### config.mk
export PLATFORM = sky130hd
export DESIGN_NAME = ambient_light_dimmer_ramp_top_flat
export DESIGN_NICKNAME = d
export VERILOG_FILES = /design/src/rtl/core/aldr_pkg.sv /design/src/rtl/core/aldr_if.sv /design/src/rtl/core/aldr_cfg_regs.sv /design/src/rtl/core/aldr_div.sv /design/src/rtl/core/ambient_light_dimmer_ramp_top.sv /design/src/flat_wrapper.sv
export SDC_FILE = /design/constraint.sdc
export NUM_CORES = 1
export LEC_CHECK = 0
export BUFFER_PORTS_ARGS = -buffer_cell sky130_fd_sc_hd__buf_2
export CAP_MARGIN = 20
export CORE_ASPECT_RATIO = 1.4
export CORE_MARGIN = 5
export CORE_UTILIZATION = 56
export DETAILED_ROUTE_END_ITERATION = 6
export GPL_TIMING_DRIVEN = 0
export PLACE_DENSITY = 0.77
export SYNTH_ARGS = -nofsm -noshare
export SYNTH_HDL_FRONTEND = slang
export SYNTH_HIERARCHICAL = 1
export SYNTH_SLANG_ARGS = --single-unit
### constraint.sdc
create_clock -name clk -period 7.2 [get_ports clk]
set_input_delay 0.36 -clock clk [delete_from_list [all_inputs] [get_ports clk]]
set_output_delay 0.36 -clock clk [all_outputs]
set_load 0.005 [all_outputs]
### src/rtl/core/aldr_pkg.sv
// Package for the ambient light dimmer ramp block.
// Holds shared constants, register codes, structs and byte/flag helpers.
// No dependencies; compiled first.
package aldr_pkg;

    localparam int LAMP_COUNT_DEF = 4;
    localparam int PACKED_LAMPS   = 4;

    localparam logic [4:0] NIGHT_CLEAR_HOUR   = 5'd5;
    localparam logic [4:0] NIGHT_DISABLE_HOUR = 5'd12;
    localparam logic [6:0] FULL_LEVEL         = 7'd100;
    localparam logic [7:0] DARK_LIMIT         = 8'd10;

    localparam int CFG_IDX_W = 3;

    localparam logic [CFG_IDX_W-1:0] REG_FORCE_FLAGS   = 3'd0;
    localparam logic [CFG_IDX_W-1:0] REG_START_LEVEL   = 3'd1;
    localparam logic [CFG_IDX_W-1:0] REG_STANDBY       = 3'd2;
    localparam logic [CFG_IDX_W-1:0] REG_MAX_LEVELS    = 3'd3;
    localparam logic [CFG_IDX_W-1:0] REG_OFF_HOUR      = 3'd4;
    localparam logic [CFG_IDX_W-1:0] REG_OFF_MINUTE    = 3'd5;
    localparam logic [CFG_IDX_W-1:0] REG_RAMP_DELAY    = 3'd6;

    typedef struct packed {
        logic [7:0]  force_flags;
        logic [7:0]  start_light_level;
        logic [31:0] standby_levels;
        logic [31:0] max_levels;
        logic [4:0]  off_hour;
        logic [5:0]  off_minute;
        logic [15:0] ramp_delay_ms;
    } cfg_regs_t;

    typedef struct packed {
        logic        start;
        logic [15:0] dividend;
        logic [7:0]  divisor;
    } div_ctl_t;

    typedef struct packed {
        logic busy;
        logic done;
    } div_stat_t;

    function automatic logic [7:0] packed_byte(logic [31:0] word, logic [3:0] idx);
        logic [7:0] b;
        b = '0;
        if (idx < 4'(PACKED_LAMPS))
        begin
            b = word[{idx[1:0], 3'b000} +: 8];
        end
        return b;
    endfunction

    function automatic logic full_bit(logic [7:0] flags, logic [3:0] idx);
        logic f;
        f = 1'b0;
        if (idx < 4'(PACKED_LAMPS))
        begin
            f = flags[3'(3'd7 - idx[2:0])];
        end
        return f;
    endfunction

    function automatic logic off_bit(logic [7:0] flags, logic [3:0] idx);
        logic f;
        f = 1'b0;
        if (idx < 4'(PACKED_LAMPS))
        begin
            f = flags[3'(3'd3 - idx[2:0])];
        end
        return f;
    endfunction

endpackage

### src/rtl/core/aldr_if.sv
// Handshake interfaces for the scan input, the result output and the
// configuration write channel. The index width is written out as 3 bits here.
interface aldr_scan_if;
    logic        valid;
    logic        ready;
    logic [7:0]  light_sensor;
    logic [4:0]  clock_hour;
    logic [5:0]  clock_minute;
    logic [31:0] now_ms;

    modport source (output valid, light_sensor, clock_hour, clock_minute, now_ms,
                    input ready);
    modport sink   (input valid, light_sensor, clock_hour, clock_minute, now_ms,
                    output ready);
    modport mon    (input valid, ready, light_sensor, clock_hour, clock_minute, now_ms);
endinterface

interface aldr_result_if;
    logic       valid;
    logic       ready;
    logic [6:0] level_0;
    logic [6:0] level_1;
    logic [6:0] level_2;
    logic [6:0] level_3;
    logic       night_active;

    modport source (output valid, level_0, level_1, level_2, level_3, night_active,
                    input ready);
    modport sink   (input valid, level_0, level_1, level_2, level_3, night_active,
                    output ready);
    modport mon    (input valid, ready, level_0, level_1, level_2, level_3, night_active);
endinterface

interface aldr_cfg_if;
    logic        valid;
    logic        ready;
    logic [2:0]  reg_index;
    logic [31:0] wr_data;

    modport source (output valid, reg_index, wr_data, input ready);
    modport sink   (input valid, reg_index, wr_data, output ready);
endinterface

### src/rtl/core/aldr_cfg_regs.sv
// Configuration register file of the dimmer ramp block.
// Decodes write words from the configuration channel; depends on aldr_pkg.
module aldr_cfg_regs
    import aldr_pkg::*;
(
    input  logic            clk,
    input  logic            rst_n,
    aldr_cfg_if.sink        cfg,
    output cfg_regs_t       regs
);

    cfg_regs_t regs_reg;
    cfg_regs_t regs_next;

    assign cfg.ready = 1'b1;
    assign regs      = regs_reg;

    always_comb
    begin
        regs_next = regs_reg;
        if (cfg.valid && cfg.ready)
        begin
            case (cfg.reg_index)
                REG_FORCE_FLAGS: regs_next.force_flags       = cfg.wr_data[7:0];
                REG_START_LEVEL: regs_next.start_light_level = cfg.wr_data[7:0];
                REG_STANDBY:     regs_next.standby_levels    = cfg.wr_data;
                REG_MAX_LEVELS:  regs_next.max_levels        = cfg.wr_data;
                REG_OFF_HOUR:    regs_next.off_hour          = cfg.wr_data[4:0];
                REG_OFF_MINUTE:  regs_next.off_minute        = cfg.wr_data[5:0];
                REG_RAMP_DELAY:  regs_next.ramp_delay_ms     = cfg.wr_data[15:0];
                default:         regs_next = regs_reg;
            endcase
        end
    end

    always_ff @(posedge clk or negedge rst_n)
    begin
        if (!rst_n)
        begin
            regs_reg.force_flags       <= '0;
            regs_reg.start_light_level <= '0;
            regs_reg.standby_levels    <= '0;
            regs_reg.max_levels        <= '1;
            regs_reg.off_hour          <= NIGHT_DISABLE_HOUR;
            regs_reg.off_minute        <= '0;
            regs_reg.ramp_delay_ms     <= 16'd20;
        end
        else
        begin
            regs_reg <= regs_next;
        end
    end

endmodule

### src/rtl/core/aldr_div.sv
// Shared serial divider: 16-bit dividend by 8-bit divisor, one quotient bit
// per cycle, for dividends whose high byte is below the divisor. Uses aldr_pkg.
module aldr_div
    import aldr_pkg::*;
(
    input  logic       clk,
    input  logic       rst_n,
    input  div_ctl_t   ctl,
    output div_stat_t  stat,
    output logic [7:0] quotient
);

    logic       busy_reg, busy_next;
    logic       done_reg, done_next;
    logic [2:0] cnt_reg, cnt_next;
    logic [7:0] rem_reg, rem_next;
    logic [7:0] low_reg, low_next;
    logic [7:0] quo_reg, quo_next;
    logic [7:0] div_reg, div_next;
    logic [8:0] trial;
    logic [8:0] diff;

    assign trial = {rem_reg, low_reg[7]};
    assign diff  = trial - {1'b0, div_reg};

    always_comb
    begin
        busy_next = busy_reg;
        done_next = done_reg;
        cnt_next  = cnt_reg;
        rem_next  = rem_reg;
        low_next  = low_reg;
        quo_next  = quo_reg;
        div_next  = div_reg;
        if (ctl.start)
        begin
            busy_next = 1'b1;
            done_next = 1'b0;
            cnt_next  = '0;
            rem_next  = ctl.dividend[15:8];
            low_next  = ctl.dividend[7:0];
            div_next  = ctl.divisor;
            quo_next  = '0;
        end
        else if (busy_reg)
        begin
            low_next = {low_reg[6:0], 1'b0};
            if (trial >= {1'b0, div_reg})
            begin
                rem_next = diff[7:0];
                quo_next = {quo_reg[6:0], 1'b1};
            end
            else
            begin
                rem_next = trial[7:0];
                quo_next = {quo_reg[6:0], 1'b0};
            end
            cnt_next = cnt_reg + 3'd1;
            if (cnt_reg == 3'd7)
            begin
                busy_next = 1'b0;
                done_next = 1'b1;
            end
        end
    end

    always_ff @(posedge clk or negedge rst_n)
    begin
        if (!rst_n)
        begin
            busy_reg <= 1'b0;
            done_reg <= 1'b0;
            cnt_reg  <= '0;
        end
        else
        begin
            busy_reg <= busy_next;
            done_reg <= done_next;
            cnt_reg  <= cnt_next;
        end
    end

    always_ff @(posedge clk)
    begin
        rem_reg <= rem_next;
        low_reg <= low_next;
        quo_reg <= quo_next;
        div_reg <= div_next;
    end

    assign stat.busy = busy_reg;
    assign stat.done = done_reg;
    assign quotient  = quo_reg;

endmodule

### src/rtl/core/ambient_light_dimmer_ramp_top.sv
// Top level of the ambient light dimmer ramp; uses aldr_pkg, aldr_if, aldr_cfg_regs, aldr_div.
// A scan accepts its word, then for each lamp forms the target and updates the level; when the
// scaled target needs the serial divider, the divider is started, its 8 quotient bits are formed
// and the quotient is picked up before the update. The block takes one scan at a time.
// The result word waits in an output register; a full register holds the next scan back.
// Reset is asynchronous; levels, step times, night flag and result valid clear.
module ambient_light_dimmer_ramp_top
    import aldr_pkg::*;
#(
    parameter int LAMP_COUNT = LAMP_COUNT_DEF
)
(
    input  logic           clk,
    input  logic           rst_n,
    aldr_scan_if.sink      scan,
    aldr_result_if.source  result,
    aldr_cfg_if.sink       cfg
);

    localparam int LIDX_W = (LAMP_COUNT > 1) ? $clog2(LAMP_COUNT) : 1;
    localparam logic [LIDX_W-1:0] LAST_LAMP = LIDX_W'(LAMP_COUNT - 1);

    localparam logic [2:0] ST_IDLE = 3'd0;
    localparam logic [2:0] ST_TGT  = 3'd1;
    localparam logic [2:0] ST_DIVW = 3'd2;
    localparam logic [2:0] ST_UPD  = 3'd3;
    localparam logic [2:0] ST_DONE = 3'd4;

    cfg_regs_t  regs;
    div_ctl_t   div_ctl;
    div_stat_t  div_stat;
    logic [7:0] quotient;

    logic [2:0]        state_reg, state_next;
    logic [LIDX_W-1:0] lamp_reg, lamp_next;
    logic              night_reg, night_next;
    logic [7:0]        sensor_reg, sensor_next;
    logic [31:0]       now_reg, now_next;
    logic [6:0]        base_reg, base_next;
    logic [6:0]        level_reg [LAMP_COUNT];
    logic [6:0]        level_next [LAMP_COUNT];
    logic [31:0]       step_reg [LAMP_COUNT];
    logic [31:0]       step_next [LAMP_COUNT];
    logic              res_valid_reg, res_valid_next;
    logic [6:0]        res_level_reg [PACKED_LAMPS];
    logic [6:0]        res_level_next [PACKED_LAMPS];
    logic              res_night_reg, res_night_next;
    logic [6:0]        snap [PACKED_LAMPS];

    logic [3:0]  lamp_ext;
    logic [7:0]  gain;
    logic [7:0]  cap;
    logic [7:0]  start_lvl;
    logic [7:0]  scale_diff;
    logic        scaled;
    logic        night_scan;
    logic [7:0]  tgt;
    logic [6:0]  cur_level;
    logic [31:0] elapsed;

    aldr_cfg_regs u_cfg_regs
    (
        .clk   (clk),
        .rst_n (rst_n),
        .cfg   (cfg),
        .regs  (regs)
    );

    aldr_div u_div
    (
        .clk      (clk),
        .rst_n    (rst_n),
        .ctl      (div_ctl),
        .stat     (div_stat),
        .quotient (quotient)
    );

    assign lamp_ext   = 4'(lamp_reg);
    assign gain       = packed_byte(regs.standby_levels, lamp_ext);
    assign cap        = packed_byte(regs.max_levels, lamp_ext);
    assign start_lvl  = regs.start_light_level;
    assign scale_diff = start_lvl - sensor_reg;
    assign scaled     = (start_lvl != 8'd0) && (gain != 8'd0);
    assign cur_level  = level_reg[lamp_reg];
    assign elapsed    = now_reg - step_reg[lamp_reg];

    assign div_ctl.start    = (state_reg == ST_TGT) && scaled && (sensor_reg < start_lvl);
    assign div_ctl.dividend = 16'({8'b0, scale_diff} * {8'b0, gain});
    assign div_ctl.divisor  = start_lvl;

    assign scan.ready = (state_reg == ST_IDLE);

    always_comb
    begin
        night_scan = night_reg;
        if (scan.clock_hour == NIGHT_CLEAR_HOUR)
        begin
            night_scan = 1'b0;
        end
        if ((scan.clock_hour == regs.off_hour) && (scan.clock_minute >= regs.off_minute))
        begin
            night_scan = 1'b1;
        end
        if (regs.off_hour == NIGHT_DISABLE_HOUR)
        begin
            night_scan = 1'b0;
        end
    end

    always_comb
    begin
        tgt = {1'b0, base_reg};
        if (night_reg)
        begin
            tgt = '0;
        end
        if (full_bit(regs.force_flags, lamp_ext))
        begin
            tgt = {1'b0, FULL_LEVEL};
        end
        else if (off_bit(regs.force_flags, lamp_ext))
        begin
            tgt = '0;
        end
        if (tgt > cap)
        begin
            tgt = cap;
        end
    end

    for (genvar k = 0; k < PACKED_LAMPS; k++)
    begin : g_snap
        if (k < LAMP_COUNT)
        begin : g_lamp
            assign snap[k] = level_reg[k];
        end
        else
        begin : g_none
            assign snap[k] = '0;
        end
    end

    always_comb
    begin
        state_next     = state_reg;
        lamp_next      = lamp_reg;
        night_next     = night_reg;
        sensor_next    = sensor_reg;
        now_next       = now_reg;
        base_next      = base_reg;
        level_next     = level_reg;
        step_next      = step_reg;
        res_level_next = res_level_reg;
        res_night_next = res_night_reg;
        res_valid_next = res_valid_reg && !result.ready;

        case (state_reg)
            ST_IDLE:
            begin
                if (scan.valid)
                begin
                    night_next  = night_scan;
                    sensor_next = scan.light_sensor;
                    now_next    = scan.now_ms;
                    lamp_next   = '0;
                    state_next  = ST_TGT;
                end
            end
            ST_TGT:
            begin
                if (scaled)
                begin
                    if (sensor_reg >= start_lvl)
                    begin
                        base_next  = '0;
                        state_next = ST_UPD;
                    end
                    else
                    begin
                        state_next = ST_DIVW;
                    end
                end
                else
                begin
                    base_next  = (sensor_reg <= DARK_LIMIT) ? FULL_LEVEL : 7'd0;
                    state_next = ST_UPD;
                end
            end
            ST_DIVW:
            begin
                if (div_stat.done)
                begin
                    base_next  = (quotient > {1'b0, FULL_LEVEL}) ? FULL_LEVEL
                                                                 : quotient[6:0];
                    state_next = ST_UPD;
                end
            end
            ST_UPD:
            begin
                if ((tgt != {1'b0, cur_level}) && (elapsed >= {16'b0, regs.ramp_delay_ms}))
                begin
                    step_next[lamp_reg] = now_reg;
                    if (tgt > {1'b0, cur_level})
                    begin
                        level_next[lamp_reg] = cur_level + 7'd1;
                    end
                    else
                    begin
                        level_next[lamp_reg] = cur_level - 7'd1;
                    end
                end
                if (lamp_reg == LAST_LAMP)
                begin
                    state_next = ST_DONE;
                end
                else
                begin
                    lamp_next  = lamp_reg + LIDX_W'(1);
                    state_next = ST_TGT;
                end
            end
            ST_DONE:
            begin
                if (!res_valid_reg || result.ready)
                begin
                    res_level_next = snap;
                    res_night_next = night_reg;
                    res_valid_next = 1'b1;
                    state_next     = ST_IDLE;
                end
            end
            default:
            begin
                state_next = ST_IDLE;
            end
        endcase
    end

    always_ff @(posedge clk or negedge rst_n)
    begin
        if (!rst_n)
        begin
            state_reg     <= ST_IDLE;
            lamp_reg      <= '0;
            night_reg     <= 1'b0;
            res_valid_reg <= 1'b0;
            for (int i = 0; i < LAMP_COUNT; i++)
            begin
                level_reg[i] <= '0;
                step_reg[i]  <= '0;
            end
        end
        else
        begin
            state_reg     <= state_next;
            lamp_reg      <= lamp_next;
            night_reg     <= night_next;
            res_valid_reg <= res_valid_next;
            level_reg     <= level_next;
            step_reg      <= step_next;
        end
    end

    always_ff @(posedge clk)
    begin
        sensor_reg    <= sensor_next;
        now_reg       <= now_next;
        base_reg      <= base_next;
        res_level_reg <= res_level_next;
        res_night_reg <= res_night_next;
    end

    assign result.valid        = res_valid_reg;
    assign result.level_0      = res_level_reg[0];
    assign result.level_1      = res_level_reg[1];
    assign result.level_2      = res_level_reg[2];
    assign result.level_3      = res_level_reg[3];
    assign result.night_active = res_night_reg;

endmodule

### src/flat_wrapper.sv
// flat-port wrapper written by rule: the top's interface ports become plain ports
module ambient_light_dimmer_ramp_top_flat import aldr_pkg::*;
#(
    parameter int LAMP_COUNT = LAMP_COUNT_DEF
)
  (clk, rst_n, scan_valid, scan_light_sensor, scan_clock_hour, scan_clock_minute, scan_now_ms, scan_ready, result_valid, result_level_0, result_level_1, result_level_2, result_level_3, result_night_active, result_ready, cfg_valid, cfg_reg_index, cfg_wr_data, cfg_ready);
  aldr_scan_if scan_i ();
  aldr_result_if result_i ();
  aldr_cfg_if cfg_i ();
  input  logic clk;
  input  logic rst_n;
  input wire logic [$bits(scan_i.valid)-1:0] scan_valid;
  input wire logic [$bits(scan_i.light_sensor)-1:0] scan_light_sensor;
  input wire logic [$bits(scan_i.clock_hour)-1:0] scan_clock_hour;
  input wire logic [$bits(scan_i.clock_minute)-1:0] scan_clock_minute;
  input wire logic [$bits(scan_i.now_ms)-1:0] scan_now_ms;
  output wire logic [$bits(scan_i.ready)-1:0] scan_ready;
  output wire logic [$bits(result_i.valid)-1:0] result_valid;
  output wire logic [$bits(result_i.level_0)-1:0] result_level_0;
  output wire logic [$bits(result_i.level_1)-1:0] result_level_1;
  output wire logic [$bits(result_i.level_2)-1:0] result_level_2;
  output wire logic [$bits(result_i.level_3)-1:0] result_level_3;
  output wire logic [$bits(result_i.night_active)-1:0] result_night_active;
  input wire logic [$bits(result_i.ready)-1:0] result_ready;
  input wire logic [$bits(cfg_i.valid)-1:0] cfg_valid;
  input wire logic [$bits(cfg_i.reg_index)-1:0] cfg_reg_index;
  input wire logic [$bits(cfg_i.wr_data)-1:0] cfg_wr_data;
  output wire logic [$bits(cfg_i.ready)-1:0] cfg_ready;
  assign scan_i.valid = scan_valid;
  assign scan_i.light_sensor = scan_light_sensor;
  assign scan_i.clock_hour = scan_clock_hour;
  assign scan_i.clock_minute = scan_clock_minute;
  assign scan_i.now_ms = scan_now_ms;
  assign scan_ready = scan_i.ready;
  assign result_valid = result_i.valid;
  assign result_level_0 = result_i.level_0;
  assign result_level_1 = result_i.level_1;
  assign result_level_2 = result_i.level_2;
  assign result_level_3 = result_i.level_3;
  assign result_night_active = result_i.night_active;
  assign result_i.ready = result_ready;
  assign cfg_i.valid = cfg_valid;
  assign cfg_i.reg_index = cfg_reg_index;
  assign cfg_i.wr_data = cfg_wr_data;
  assign cfg_ready = cfg_i.ready;
  ambient_light_dimmer_ramp_top #(.LAMP_COUNT(LAMP_COUNT)) u_core (.clk(clk), .rst_n(rst_n), .scan(scan_i), .result(result_i), .cfg(cfg_i));
endmodule
==> run summary <==
MaxCap Viol Count = 0
Hold WS = 0.02219 ns
setup tns final = 0 ns
first-pass GRT wire length = 80.96 mm
gpl congestion = 0.9340
Setup WS post-layout = 0.3764 ns
Mapped Nets = 2012
share of layout cells above drive strength 1 = 27.30%
Worst EP required = 7.60 ns
min Tclk post-route = 6.824 ns
Initial Utilization = 56.45%
Die X-Extent = 176.3 um
fin crit share = 94.77%
dpl cells = 2397
Cell Area, Synth = 0.02167 mm^2
RR Startpoint = u_core/lamp_reg[1]
Crit. Startpoint = u_core/lamp_reg[1]
GR Util All Layers = 23.73%
CTS root buf = clkbuf_16
Syn Inst Count = 1753
via count of the first global-routing pass = 15650
max reg flops = 128
CTS Buf Count = 39
port buffer count = 117
Clock Tree Buf Depth = 3
initial antenna violation count = 6
DIE AREA = 0.04279 mm^2
endpoints failing hold = 0
Boundary Pins = 123
DRT Wirelength = 50.06 mm
status = completed
Synth Area per Inst = 12.36 um^2
area taken by flip-flops and latches = 0.01009 mm^2
total number of vias = 14340
Reg clk slew, reported paths = 0.06 ns
worst min-delay path category = input pin to flop
WP data arrival = 7.22 ns
fmax = 0.1466 GHz
clock skew = 0.01754 ns
clock sinks = 383
CP Capture Type = flop
First-pass DRT Iterations = 7
Antenna Nets Post-Route = 0
Vias/cell = 5.711
crit-path max FO = 10
hpwl dp = 38.06 mm
largest net degree at the start of global routing = 128
Final setup viols = 0
Slew Viols, Final = 0
Final Non-Filler Cells = 2511
Die Y = 242.8 um
total gr overflow = 0
number of setup buffers added after CTS = 0
Starting DRT DRC Count = 893
crit start category = flop
Worst Path Class, Setup = flop to flop
drt wl/cell = 19.94 um
multi-input logic area = 0.01062 mm^2
DRC = 0
pre-CTS setup slack = -1.905 ns
row count = 85
core area = 0.03839 mm^2
H-tree depth = 2
Layout area overhead = 14.42%
slew margin rel. = 35.42%
synth warn = 6
Layout Nets = 2214
worst skew pair latency = 0.53 ns
worst hold start = scan_light_sensor[6]
FILL cells = 2932
CTS tree = done
worst slew pin tran = 0.9618 ns
## layout make-up
type	instances	share of cell area [%]
inverters	166	2.513
plain buffers	63	1.579
clock inverters	14	0.5096
flip-flops and latches	383	40.69
multi-input cells	1140	42.84
well taps	522	2.634
clock buffers	57	4.768
diodes	4	0.04037
repair buffers	162	4.425
## worst paths after layout
kind / cells after the start / slack [ns] / to
max: 24 / 0.38 / u_core/step_reg[28]
min: 1 / 0.02 / u_core/sensor_reg[6]
max reg2reg: 24 / 0.38 / u_core/step_reg[28]
min reg2reg: 0 / 0.47 / u_core/result.level_1[5]
max in group asynchronous: 4 / 5.51 / u_core/u_cfg_regs/regs[97]
min in group asynchronous: 2 / 0.31 / u_core/step_reg[25]
## timing repair
action                                  in CTS  in global routing
endpoints found under the setup margin     156                156
hold buffers                                40                  0
gates resized for setup                     27                  7
endpoints found under the hold margin       82                  0
## per-stage QoR
step | util [%] | instance area, um^2
global route | 64.58 | 24800
detailed placement | 59.98 | 23030
floorplan | - | 21670
CTS | 64.54 | 24780
finish | 64.59 | 24800
global placement | 59.68 | 22910
## critical path: stages, from the launching register on
cell and delay [ns]:
dfrtp_1 0.48, buf_2 0.34, clkbuf_4 0.34, buf_4 0.28, buf_2 0.34, mux4_2 0.44, ha_1 0.25, fa_1 0.41
nand2b_1 0.18, a21o_1 0.23, a2111oi_4 0.39, nor2_1 0.11, xnor2_1 0.14, ha_1 0.29, nand4_1 0.11, nor2_1 0.08
a22oi_1 0.17, o21ai_0 0.16, a311oi_1 0.26, nand4_1 0.20, nor4_4 0.44, a211oi_2 0.22, buf_4 0.27, buf_4 0.21
mux2_1 0.33
## placed cells by master (no fill, tap or decap), drive strengths merged, types with 5 or more instances in the layout
master and count:
mux2 284, dfrtp 239, inv 167, buf 166, ha 129, nor2 122, edfxtp 100, clkbuf 75
a21oi 72, nand2 70, o21ai 54, mux4 49, dlygate4sd3 40, xnor2 40, fa 39, dfstp 36
nand4 24, mux2i 21, a21o 17, nand2b 16, nor3 15, nand3 13, xor2 13, a211oi 13
o21a 12, o21bai 11, or2 11, clkinv 11, and2 10, a31oi 10, nor4 10, nor2b 9
dfxtp 8, o211ai 7, o41ai 6, o22ai 5, a311oi 5
## metal layers
layer  global-route usage, %  part of all wire [%]  vias to the layer above
met1                   26.74                    37                     7193
li1                        -                     -                     6685
met5                       0                 0.054                        -
met2                   43.16                    53                      309
met4                   12.48                   5.7                        4
met3                   3.362                   3.6                      150
Power is left out: the tool's default activity adds up to more than one toggle a clock period on the data nets, which glitch-free logic cannot reach.
